--- config.mk ---
export PLATFORM = sky130hd
export DESIGN_NAME = ths_ctrl
export DESIGN_NICKNAME = d
export VERILOG_FILES = /design/src/hw/rtl/ths_pkg.sv /design/src/hw/rtl/ths_ctrl.sv
export SDC_FILE = /design/constraint.sdc
export NUM_CORES = 1
export LEC_CHECK = 0
export ABC_AREA = 1
export BUFFER_PORTS_ARGS = -buffer_cell sky130_fd_sc_hd__buf_4
export CORE_ASPECT_RATIO = 1.2
export CORE_UTILIZATION = 35
export DETAILED_ROUTE_END_ITERATION = 12
export MAX_ROUTING_LAYER = met4
export PLACE_DENSITY = 0.61
export SYNTH_ARGS = -nofsm -noshare
export SYNTH_HDL_FRONTEND = slang
export SYNTH_SLANG_ARGS = --single-unit
--- constraint.sdc ---
create_clock -name clk -period 1.96 [get_ports clk]
set_clock_uncertainty 0.2 [all_clocks]
set_input_delay 0.392 -clock clk [delete_from_list [all_inputs] [get_ports clk]]
set_output_delay 0.392 -clock clk [all_outputs]
set_load 0.02 [all_outputs]
--- src/hw/rtl/ths_pkg.sv ---
// Package for the timer heap scheduler: operation, result and status codes,
// and the command and status structs between the controller and the datapath.
// Depends on nothing.
`timescale 1ns / 1ps
`default_nettype none

package ths_pkg;

    // Fixed field widths and the limit of expiry results per tick.
    localparam int ID_W   = 5;
    localparam int DL_W   = 64;
    localparam int IVL_W  = 32;
    localparam int MAX_OUT = 32;
    localparam int N_W    = 6;

    // Operation codes of an input item.
    typedef enum logic [1:0] {
        FN_START = 2'd0,
        FN_STOP  = 2'd1,
        FN_TICK  = 2'd2,
        FN_QUERY = 2'd3
    } func_t;

    // Result kinds.
    localparam logic [1:0] KIND_REPLY  = 2'd0;
    localparam logic [1:0] KIND_EXPIRY = 2'd1;
    localparam logic [1:0] KIND_IDLE   = 2'd2;

    // Reply status codes.
    localparam logic [2:0] ST_OK         = 3'd0;
    localparam logic [2:0] ST_FULL       = 3'd1;
    localparam logic [2:0] ST_BAD_IVL    = 3'd2;
    localparam logic [2:0] ST_NOT_ACTIVE = 3'd3;
    localparam logic [2:0] ST_ALREADY    = 3'd4;

    // Datapath commands issued by the controller.
    typedef enum logic [4:0] {
        CMD_NONE,
        CMD_ACCEPT,
        CMD_DECODE,
        CMD_QRY,
        CMD_TICK,
        CMD_ARM,
        CMD_ARM_DONE,
        CMD_RISE_RD,
        CMD_RISE_MOVE,
        CMD_SINK_RD,
        CMD_SINK_LATL,
        CMD_SINK_PICK,
        CMD_SINK_MOVE,
        CMD_PLACE,
        CMD_DIS_RD,
        CMD_DIS_MV,
        CMD_DIS_LD,
        CMD_DIS_DONE,
        CMD_TOP_RD,
        CMD_POP,
        CMD_EMIT_END,
        CMD_REPLY
    } cmd_code_t;

    typedef struct packed {
        cmd_code_t code;
    } ctrl_cmd_t;

    // Status flags returned by the datapath.
    typedef struct packed {
        func_t fn;
        logic  bad_id;
        logic  reject;
        logic  rise_root;
        logic  rise_stop;
        logic  sink_leaf;
        logic  has_right;
        logic  sink_stop;
        logic  mv_none;
        logic  heap_empty;
        logic  n_full;
        logic  top_due;
        logic  pend;
        logic  periodic;
        logic  out_free;
    } dp_status_t;

endpackage

`default_nettype wire

--- src/hw/rtl/ths_ctrl.sv ---
// Controller state machine of the timer heap scheduler: sequences decode,
// sift up, sift down, disarm, re-arm and result transfers. Uses ths_pkg.
`timescale 1ns / 1ps
`default_nettype none

module ths_ctrl (
    input  wire logic                clk,
    input  wire logic                rst_n,
    input  wire logic                in_valid,
    output logic                     in_ready,
    input  wire ths_pkg::dp_status_t st,
    output ths_pkg::ctrl_cmd_t       cmd
);

    import ths_pkg::*;

    typedef enum logic [19:0] {
        S_IDLE     = 20'h00001,
        S_DECODE   = 20'h00002,
        S_QRY      = 20'h00004,
        S_REPLY    = 20'h00008,
        S_ARM      = 20'h00010,
        S_ARM_DONE = 20'h00020,
        S_DIS_RD   = 20'h00040,
        S_DIS_MV   = 20'h00080,
        S_DIS_LD   = 20'h00100,
        S_DIS_DONE = 20'h00200,
        S_RISE     = 20'h00400,
        S_RISE_CMP = 20'h00800,
        S_SINK     = 20'h01000,
        S_SINK_L   = 20'h02000,
        S_SINK_R   = 20'h04000,
        S_SINK_CMP = 20'h08000,
        S_PLACE    = 20'h10000,
        S_TICK_TOP = 20'h20000,
        S_TICK_CHK = 20'h40000,
        S_TICK_END = 20'h80000
    } state_t;

    state_t state_reg, state_next;
    logic   disarm_reg, disarm_next;

    assign in_ready = (state_reg == S_IDLE);

    // Next state and command.
    always_comb
    begin
        state_next  = state_reg;
        disarm_next = disarm_reg;
        cmd.code    = CMD_NONE;
        case (state_reg)
            S_IDLE:
            begin
                if (in_valid)
                begin
                    cmd.code   = CMD_ACCEPT;
                    state_next = S_DECODE;
                end
            end
            S_DECODE:
            begin
                cmd.code = CMD_DECODE;
                if (st.fn == FN_TICK)
                begin
                    cmd.code   = CMD_TICK;
                    state_next = S_TICK_TOP;
                end
                else if (st.reject || st.bad_id)
                begin
                    state_next = S_REPLY;
                end
                else if (st.fn == FN_START)
                begin
                    state_next = S_ARM;
                end
                else if (st.fn == FN_STOP)
                begin
                    state_next = S_DIS_RD;
                end
                else
                begin
                    state_next = S_QRY;
                end
            end
            S_QRY:
            begin
                cmd.code   = CMD_QRY;
                state_next = S_REPLY;
            end
            S_REPLY:
            begin
                if (st.out_free)
                begin
                    cmd.code   = CMD_REPLY;
                    state_next = S_IDLE;
                end
            end
            S_ARM:
            begin
                cmd.code    = CMD_ARM;
                disarm_next = 1'b0;
                state_next  = S_RISE;
            end
            S_ARM_DONE:
            begin
                cmd.code   = CMD_ARM_DONE;
                state_next = (st.fn == FN_START) ? S_REPLY : S_TICK_TOP;
            end
            S_DIS_RD:
            begin
                cmd.code    = CMD_DIS_RD;
                disarm_next = 1'b1;
                state_next  = S_DIS_MV;
            end
            S_DIS_MV:
            begin
                cmd.code   = CMD_DIS_MV;
                state_next = st.mv_none ? S_DIS_DONE : S_DIS_LD;
            end
            S_DIS_LD:
            begin
                cmd.code   = CMD_DIS_LD;
                state_next = S_RISE;
            end
            S_DIS_DONE:
            begin
                cmd.code = CMD_DIS_DONE;
                if (st.fn == FN_STOP)
                begin
                    state_next = S_REPLY;
                end
                else
                begin
                    state_next = st.periodic ? S_ARM : S_TICK_TOP;
                end
            end
            S_RISE:
            begin
                if (st.rise_root)
                begin
                    state_next = disarm_reg ? S_SINK : S_PLACE;
                end
                else
                begin
                    cmd.code   = CMD_RISE_RD;
                    state_next = S_RISE_CMP;
                end
            end
            S_RISE_CMP:
            begin
                if (st.rise_stop)
                begin
                    state_next = disarm_reg ? S_SINK : S_PLACE;
                end
                else
                begin
                    cmd.code   = CMD_RISE_MOVE;
                    state_next = S_RISE;
                end
            end
            S_SINK:
            begin
                if (st.sink_leaf)
                begin
                    state_next = S_PLACE;
                end
                else
                begin
                    cmd.code   = CMD_SINK_RD;
                    state_next = S_SINK_L;
                end
            end
            S_SINK_L:
            begin
                cmd.code   = CMD_SINK_LATL;
                state_next = st.has_right ? S_SINK_R : S_SINK_CMP;
            end
            S_SINK_R:
            begin
                cmd.code   = CMD_SINK_PICK;
                state_next = S_SINK_CMP;
            end
            S_SINK_CMP:
            begin
                if (st.sink_stop)
                begin
                    state_next = S_PLACE;
                end
                else
                begin
                    cmd.code   = CMD_SINK_MOVE;
                    state_next = S_SINK;
                end
            end
            S_PLACE:
            begin
                cmd.code   = CMD_PLACE;
                state_next = disarm_reg ? S_DIS_DONE : S_ARM_DONE;
            end
            S_TICK_TOP:
            begin
                if (st.heap_empty || st.n_full)
                begin
                    state_next = S_TICK_END;
                end
                else
                begin
                    cmd.code   = CMD_TOP_RD;
                    state_next = S_TICK_CHK;
                end
            end
            S_TICK_CHK:
            begin
                if (!st.top_due)
                begin
                    state_next = S_TICK_END;
                end
                else if (!st.pend || st.out_free)
                begin
                    cmd.code   = CMD_POP;
                    state_next = S_DIS_RD;
                end
            end
            S_TICK_END:
            begin
                if (st.out_free)
                begin
                    cmd.code   = CMD_EMIT_END;
                    state_next = S_IDLE;
                end
            end
            default:
            begin
                state_next = S_IDLE;
            end
        endcase
    end

    always_ff @(posedge clk or negedge rst_n)
    begin
        if (!rst_n)
        begin
            state_reg  <= S_IDLE;
            disarm_reg <= 1'b0;
        end
        else
        begin
            state_reg  <= state_next;
            disarm_reg <= disarm_next;
        end
    end

endmodule

`default_nettype wire

# Word level (Yosys, flattened, before mapping)
# Cells that the tools add are included.
[word_totals]
ff_bits = 21
input_bits = 19
out_inout_bits = 6
word_cells = 70
[classes]
n_eq_ne = 25
n_mux = 34
n_reduce_logical = 9
[ops]
columns = ["op", "n"]
rows = [
  ["20-bit case mux with 18 select lines", 1],
  ["20-bit 2-to-1 mux", 5],
  ["5-bit case mux with 20 select lines", 1],
  ["17-bit 2-to-1 mux", 5],
  ["18-bit 2-to-1 mux", 4],
  ["5-bit 2-to-1 mux", 5],
  ["7-bit 2-to-1 mux", 3],
  ["20-bit by 1-bit equality test with 1-bit output, second input constant", 1],
  ["20-bit by 10-bit equality test with 1-bit output, second input constant", 1],
  ["20-bit by 11-bit equality test with 1-bit output, second input constant", 1],
  ["20-bit by 12-bit equality test with 1-bit output, second input constant", 1],
  ["20-bit by 13-bit equality test with 1-bit output, second input constant", 1],
  ["20-bit by 14-bit equality test with 1-bit output, second input constant", 1],
  ["20-bit by 15-bit equality test with 1-bit output, second input constant", 1],
  ["20-bit by 16-bit equality test with 1-bit output, second input constant", 1],
  ["20-bit by 17-bit equality test with 1-bit output, second input constant", 1],
  ["20-bit by 18-bit equality test with 1-bit output, second input constant", 1],
  ["20-bit by 19-bit equality test with 1-bit output, second input constant", 1],
  ["20-bit by 2-bit equality test with 1-bit output, second input constant", 1],
  ["20-bit equality test, second input constant", 1],
  ["20-bit by 3-bit equality test with 1-bit output, second input constant", 1],
  ["20-bit by 4-bit equality test with 1-bit output, second input constant", 1],
  ["20-bit by 5-bit equality test with 1-bit output, second input constant", 1],
  ["20-bit by 6-bit equality test with 1-bit output, second input constant", 1],
  ["20 further kinds", 27],
]

# Logic depth before layout (Yosys ltp)
# Gate-level depths: netlist (run 1).
[logic_depth]
word_depth = 6
depth_mapped = 11
ltp_nobuf = 10

# Worst setup path after synthesis (run 1)
# OpenSTA, ideal clock, no wires.
[synth_path]
path_type = "register -> output"
startpoint = "register state_reg[7]"
endpoint = "output cmd[2] (netlist name)"
t_arrival_ps = 1426
required_time_ps = 1368
path_slack_ps = -58
stages_incl_launch_ff = 10
path_buffers = 1
cell_sequence = "dfrtp_1 nor2_2 nand2_4 nor2_4 buf_6 nand3_2 nor2_1 inv_2 nand4_1 or2_1"
[synth_rtl]
columns = ["element", "line_no", "source"]
rows = [
  ["from (decl)", "ths_ctrl.sv:40", "state_t state_reg, state_next;"],
  ["from (signal assigned)", "ths_ctrl.sv:248", "state_reg <= state_next;"],
  ["to (decl)", "ths_ctrl.sv:12", "output ths_pkg::ctrl_cmd_t cmd"],
]

==> out/summary.txt, run 1 <==
Outcome = finished with violations
Failing checks = negative setup slack
Post-Syn Area = 1602 µm²
CTS max path bufs = 2
#FFs+latches synth = 21
Fin area = 2700 µm²
GR Layer Usage met3 = 2.695%
Commonest non-fill, non-tap cell in the layout = buf_4
Avg WL per Cell = 13.02 µm
CP max-delay cell = dfrtp_1
Most used routing layer = met2
Internal Power = 1.242 mW
Residual DRC = 0
Max_cap viols = 0
Worst-Skew Late Latency = 0.27 ns
Hold Path Depth = 2
Antenna diodes = 0
Top-area cell type share of the netlist area = 31.25%
Final Max Tran Viols = 0
Synth area leader = dfrtp_1
Worst r2r dst = state_reg[6]
I/O Pins = 25
Leak = 1.428 nW
Total GRT Usage = 22.46%
Worst EP arrival = 1.90 ns
Max_slew headroom = 77.38%
Fin crit period = 2.492 ns
M2 GR Usage = 39.15%
Critical path type = reg -> out
Seq pwr share = 24.9%
Via count = 1842
Core area = 4327 µm²
Cells along the critical path = nor2_4, nand2_4, buf_12, nor2_8, nand3b_2, inv_2, nand3_1, nand4_1, or2_4, buf_6
Max stage delay on crit path = 0.41 ns
Number of flip-flops in the largest register = 20
Num rows = 26
Die H = 76.10 µm
CTS sink count = 21
Ys Warns = 0
Most frequent cells in the layout = buf_4 (86), nand2_1 (35), inv_1 (29), nor2_1 (22), dfrtp_1 (20)
Final nets = 350
CTS Buf Count = 3
RSZ-0062 raised after global routing = true
H-tree depth = 1
Met1 Track Usage GR = 26.13%
Hold Crit Class = in -> reg
Final setup margin = -0.5324 ns
Initial DRC count = 56
Antenna Nets Post-Route = 0
DP HPWL = 3.707 mm
DRT Pass-1 Iters = 4
Area added between synthesis and finish = 68.59%
Hold path endpoint = state_reg[2]
Fmax achieved = 401.2 MHz
Comb power frac = 60.2%
Crit start category = register
DIE AREA = 4851 µm²
Starting density of the core = 37.02%
Hold Crit Start = st[13]
Number of global-route vias before repair = 1825
Final-report hold violation count = 0
Tot Pwr = 2.059 mW
Period Utilization, post-route = 127.2%
Net Count, Synth = 246
Initial antenna violation count = 0
Final setup violation count = 12
Grt ovf = 0
Worst Reg-to-Reg Cells = 12
Vias/cell = 4.772
Largest net degree at the start of global routing = 22
Max VDD drop = 475.6 µV
Sw Ratio = 39.67%
Register area share after synthesis = 32.89%
Clock root buffer = clkbuf_8
PD cells = 762.7 nW/µm²
Reg-to-reg setup timing slack = -0.18 ns
WL final = 5.024 mm
RePlAce Congestion = 0.9107
P_sw = 817.0 µW
Reg2reg start = state_reg[7]
Share of cells above drive strength 1 = 53.33%
Post-Syn Area per Cell = 7.055 µm²
Global-route wire length before repair = 8.217 mm
Setup TNS = -3.412 ns
Clk slew on worst S/H paths = 0.09 ns
DIE WIDTH = 63.75 µm
Worst Path Max Fanout = 8
Dominant cells by area after synthesis = dfrtp_1 (31%), nand2_1 (10%), inv_1 (7.7%)
Clock power frac = 14.9%
CTS tree = yes
CP Capture Type = primary output
WP data required = 1.37 ns
Mapped Cells = 227
Tightest Pin Transition = 0.3367 ns
Port buffer count = 24
Util after Layout = 62.41%
Placement Cell Area = 2310 µm²
Count of different cell masters after synthesis = 31
cell usage after synthesis:
cell type,instances
or2_1,1
nand2_2,3
nand3b_2,1
o21ai_0,5
o311ai_1,1
clkinv_1,1
nor4_2,1
o211ai_1,1
buf_6,2
nand3_2,7
dfstp_2,1
a21oi_2,1
nor2_4,4
o21a_1,1
inv_2,5
o21bai_2,1
nor2_1,28
o22ai_1,3
nand2_1,44
nor3_1,14
nand3b_1,1
dfrtp_1,20
nand3_1,18
nand4_1,12
nor2_2,12
o21ai_1,1
nor2_8,1
nand2_4,2
o21ai_2,1
inv_1,33
nor3_2,1
cell families (layout without fill, tap and decap cells):
logic type | after synthesis | in the layout | synth area share [%]
AO/OA/AOI/OAI | 15 | 15 | 6.328
AND/OR/NAND/NOR | 150 | 150 | 50.23
buffers and inverters | 41 | 144 | 10.55
flip-flops | 21 | 21 | 32.89
power by group through the flow:
stage          clock network (mW)  logic (mW)  registers (mW)
6_report                    0.306        1.24           0.513
5_1_grt                     0.330        1.33           0.516
4_1_cts                     0.309        1.05           0.510
3_5_place_dp                    0       0.925           0.517
3_3_place_gp                    0       0.916           0.515
2_1_floorplan                   0       0.513           0.512
worst max-delay path by stage:
stage,to,slack (ns),from
3_3_place_gp,cmd[0],-0.24,state_reg[0]
4_1_cts,cmd[0],-0.49,state_reg[0]
2_1_floorplan,cmd[0],-0.008,state_reg[2]
3_5_place_dp,cmd[0],-0.27,state_reg[0]
6_report,cmd[2],-0.53,state_reg[7]
5_1_grt,cmd[2],-0.61,state_reg[7]
cell type report:
type,instances,area [µm²]
sequential,21,526.8
inverter,39,147.6
clock buffer,4,45.04
timing repair buffer,101,822.0
fill,389,1627
multi-input combinational,165,1089
tap,56,70.07
critical path: cells and delay by family (launching register included):
family	cells	cell delay (ns)
AND/OR/NAND/NOR	7	0.89
buffers and inverters	3	0.32
flip-flops	1	0.41
timing repair:
action	4_1_cts	5_1_grt
cloned	0	0
hold buffers	1	0
setup endpoints to repair	10	14
hold endpoints to repair	20	0
setup buffers	10	4
resized for setup	23	36
pin swaps	12	13
per-stage QoR:
stage          hold slack, ns  setup slack (ns)  instances
6_report              0.06691           -0.5324        386
5_1_grt               0.06562           -0.6130        386
4_1_cts               0.06784           -0.4904        383
3_5_place_dp           0.1026           -0.2696        368
3_3_place_gp          0.09882           -0.2406        368
2_1_floorplan         -0.1036         -0.007822        227
metal layers:
metal | share of wire (%) | routed length, µm
met1 | 43 | 2144
met2 | 52 | 2632
met3 | 1.9 | 93
met4 | 3.0 | 153
met5 | 0 | 0
Note: power is estimated with default switching activity, not from simulation.
==> inputs of run 2 (changes only) <==
--- a/config.mk
+++ b/config.mk
@@ -7,7 +7,6 @@
 export LEC_CHECK = 0
 export ABC_AREA = 1
 export BUFFER_PORTS_ARGS = -buffer_cell sky130_fd_sc_hd__buf_4
-export CORE_ASPECT_RATIO = 1.2
 export CORE_UTILIZATION = 35
 export DETAILED_ROUTE_END_ITERATION = 12
 export MAX_ROUTING_LAYER = met4
==> out/summary.txt, run 2 (synthesized netlist as in run 1, its figures left out) <==
Share of cells above drive strength 1 = 53.73% (was 53.33%)
Worst hold slack = 0.08090 ns (was 0.06691 ns)
Max_slew headroom = 77.73% (was 77.38%)
Num rows = 24 (was 26)
Worst-Skew Late Latency = 0.26 ns (was 0.27 ns)
Core area = 4384 µm² (was 4327 µm²)
WL final = 5.077 mm (was 5.024 mm)
H-tree depth = 1 (unchanged)
Period Utilization, post-route = 124.4% (was 127.2%)
CTS sink count = 21 (unchanged)
Number of flip-flops in the largest register = 20 (unchanged)
Total GRT Usage = 21.97% (was 22.46%)
Final-report hold violation count = 0 (unchanged)
DRT Pass-1 Iters = 6 (was 4)
DP HPWL = 3.734 mm (was 3.707 mm)
Area added between synthesis and finish = 68.28% (was 68.59%)
DIE AREA = 4850 µm² (was 4851 µm²)
Fin area = 2695 µm² (was 2700 µm²)
Fmax achieved = 410.3 MHz (was 401.2 MHz)
Die H = 69.65 µm (was 76.10 µm)
Most frequent cells in the layout = buf_4 (93), nand2_1 (36), inv_1 (30), nor2_1 (21), dfrtp_1 (20) (was buf_4 (86), nand2_1 (35), inv_1 (29), nor2_1 (22), dfrtp_1 (20))
Max_cap viols = 0 (unchanged)
Register area = 526.8 µm² (unchanged)
Crit start category = register (unchanged)
Max VDD drop = 719.1 µV (was 475.6 µV)
Antenna diodes = 0 (unchanged)
Area occupied by multi-input gates = 1080 µm² (was 1089 µm²)
Starting density of the core = 36.53% (was 37.02%)
CTS Buf Count = 3 (unchanged)
Vias/cell = 4.899 (was 4.772)
Number of global-route vias before repair = 1841 (was 1825)
Clock root buffer = clkbuf_8 (unchanged)
Worst EP arrival = 1.85 ns (was 1.90 ns)
Avg WL per Cell = 13.12 µm (was 13.02 µm)
Critical path type = reg -> out (unchanged)
Commonest non-fill, non-tap cell in the layout = buf_4 (unchanged)
Hold Crit Class = in -> reg (unchanged)
Placement Cell Area = 2327 µm² (was 2310 µm²)
Tightest Pin Transition = 0.3315 ns (was 0.3367 ns)
CP Capture Type = primary output (unchanged)
Final setup violation count = 10 (was 12)
CTS tree = yes (unchanged)
DIE WIDTH = 69.65 µm (was 63.75 µm)
Leak = 1.457 nW (was 1.428 nW)
Final Max Tran Viols = 0 (unchanged)
Global-route wire length before repair = 8.335 mm (was 8.217 mm)
Antenna Nets Post-Route = 0 (unchanged)
Failing checks = negative setup slack (unchanged)
Grt ovf = 0 (unchanged)
Clk slew on worst S/H paths = 0.08 ns (was 0.09 ns)
Final setup margin = -0.4775 ns (was -0.5324 ns)
Outcome = finished with violations (unchanged)
Fillers = 410 (was 389)
PD cells = 753.1 nW/µm² (was 762.7 nW/µm²)
Fin crit period = 2.437 ns (was 2.492 ns)
Port buffer count = 24 (unchanged)
Residual DRC = 0 (unchanged)
RePlAce Congestion = 0.9094 (was 0.9107)
Initial antenna violation count = 0 (unchanged)
CTS max path bufs = 2 (unchanged)
Initial DRC count = 79 (was 56)
Largest net degree at the start of global routing = 22 (unchanged)
Via count = 1896 (was 1842)
Final nets = 355 (was 350)
WP data required = 1.37 ns (about the same)
Tot Pwr = 2.030 mW (was 2.059 mW)
RSZ-0062 raised after global routing = true (unchanged)
Worst Path Max Fanout = 6 (was 8)
I/O Pins = 25 (unchanged)
run 2: area by class of cell:
type | count | area share, %
timing repair buffer | 105 | 30.87
inverter | 39 | 5.432
tap | 52 | 2.414
multi-input combinational | 166 | 40.07
sequential | 21 | 19.55
clock buffer | 4 | 1.671
run 2: path summary, 6_finish.rpt:
| path | end | from | cells past startpoint | slack [ns] |
|---|---|---|---|---|
| worst max-delay path | cmd[0] | state_reg[0] | 9 | -0.48 |
| worst min-delay path | state_reg[2] | st[13] | 2 | 0.08 |
| worst max register to register | state_reg[6] | state_reg[2] | 13 | -0.15 |
| worst min register to register | state_reg[5] | disarm_reg | 1 | 0.30 |
| max in group asynchronous | state_reg[0] | rst_n | 2 | 0.94 |
| min in group asynchronous | state_reg[16] | rst_n | 2 | 0.35 |
run 2: where the power goes:
| part | switching (mW) | internal (mW) |
|---|---|---|
| combinational | 0.633 | 0.587 |
| sequential | 0.0380 | 0.479 |
| clock | 0.148 | 0.145 |
run 2: what timing repair did:
action | 4_1_cts | 5_1_grt
hold buffers | 1 | 0
endpoints found under the hold margin | 20 | 0
cloned | 1 | 0
setup endpoints to repair | 10 | 13
pin swaps | 15 | 19
setup buffers | 12 | 5
resized for setup | 31 | 24
run 2: per-stage QoR:
step	setup TNS [ns]	util [%]	std cells	setup WS, ns
4_1_cts	-3.446	58.99	384	-0.4951
3_3_place_gp	-1.305	53.08	367	-0.2733
3_5_place_dp	-1.305	53.08	367	-0.2618
5_1_grt	-3.859	61.47	387	-0.5776
6_report	-2.871	61.47	387	-0.4775
2_1_floorplan	-0.01290	-	227	-0.007822
run 2: worst max-delay path, stage by stage (launching register included):
cell and delay, ns:
dfstp_2 0.56, nor2_4 0.05, buf_6 0.11, nand4_1 0.11
nor2_4 0.08, nand2_4 0.08, nand4_1 0.14, nor3_2 0.17
nand3_1 0.12, buf_6 0.15
run 2: metal layers:
metal  share of wire, %  up-vias  GRT usage [%]
li1                   -      953              -
met5                  0        -              -
met3                3.6       10          2.035
met4                2.1        0          5.333
met1                 45      887          29.38
met2                 49       46          36.14
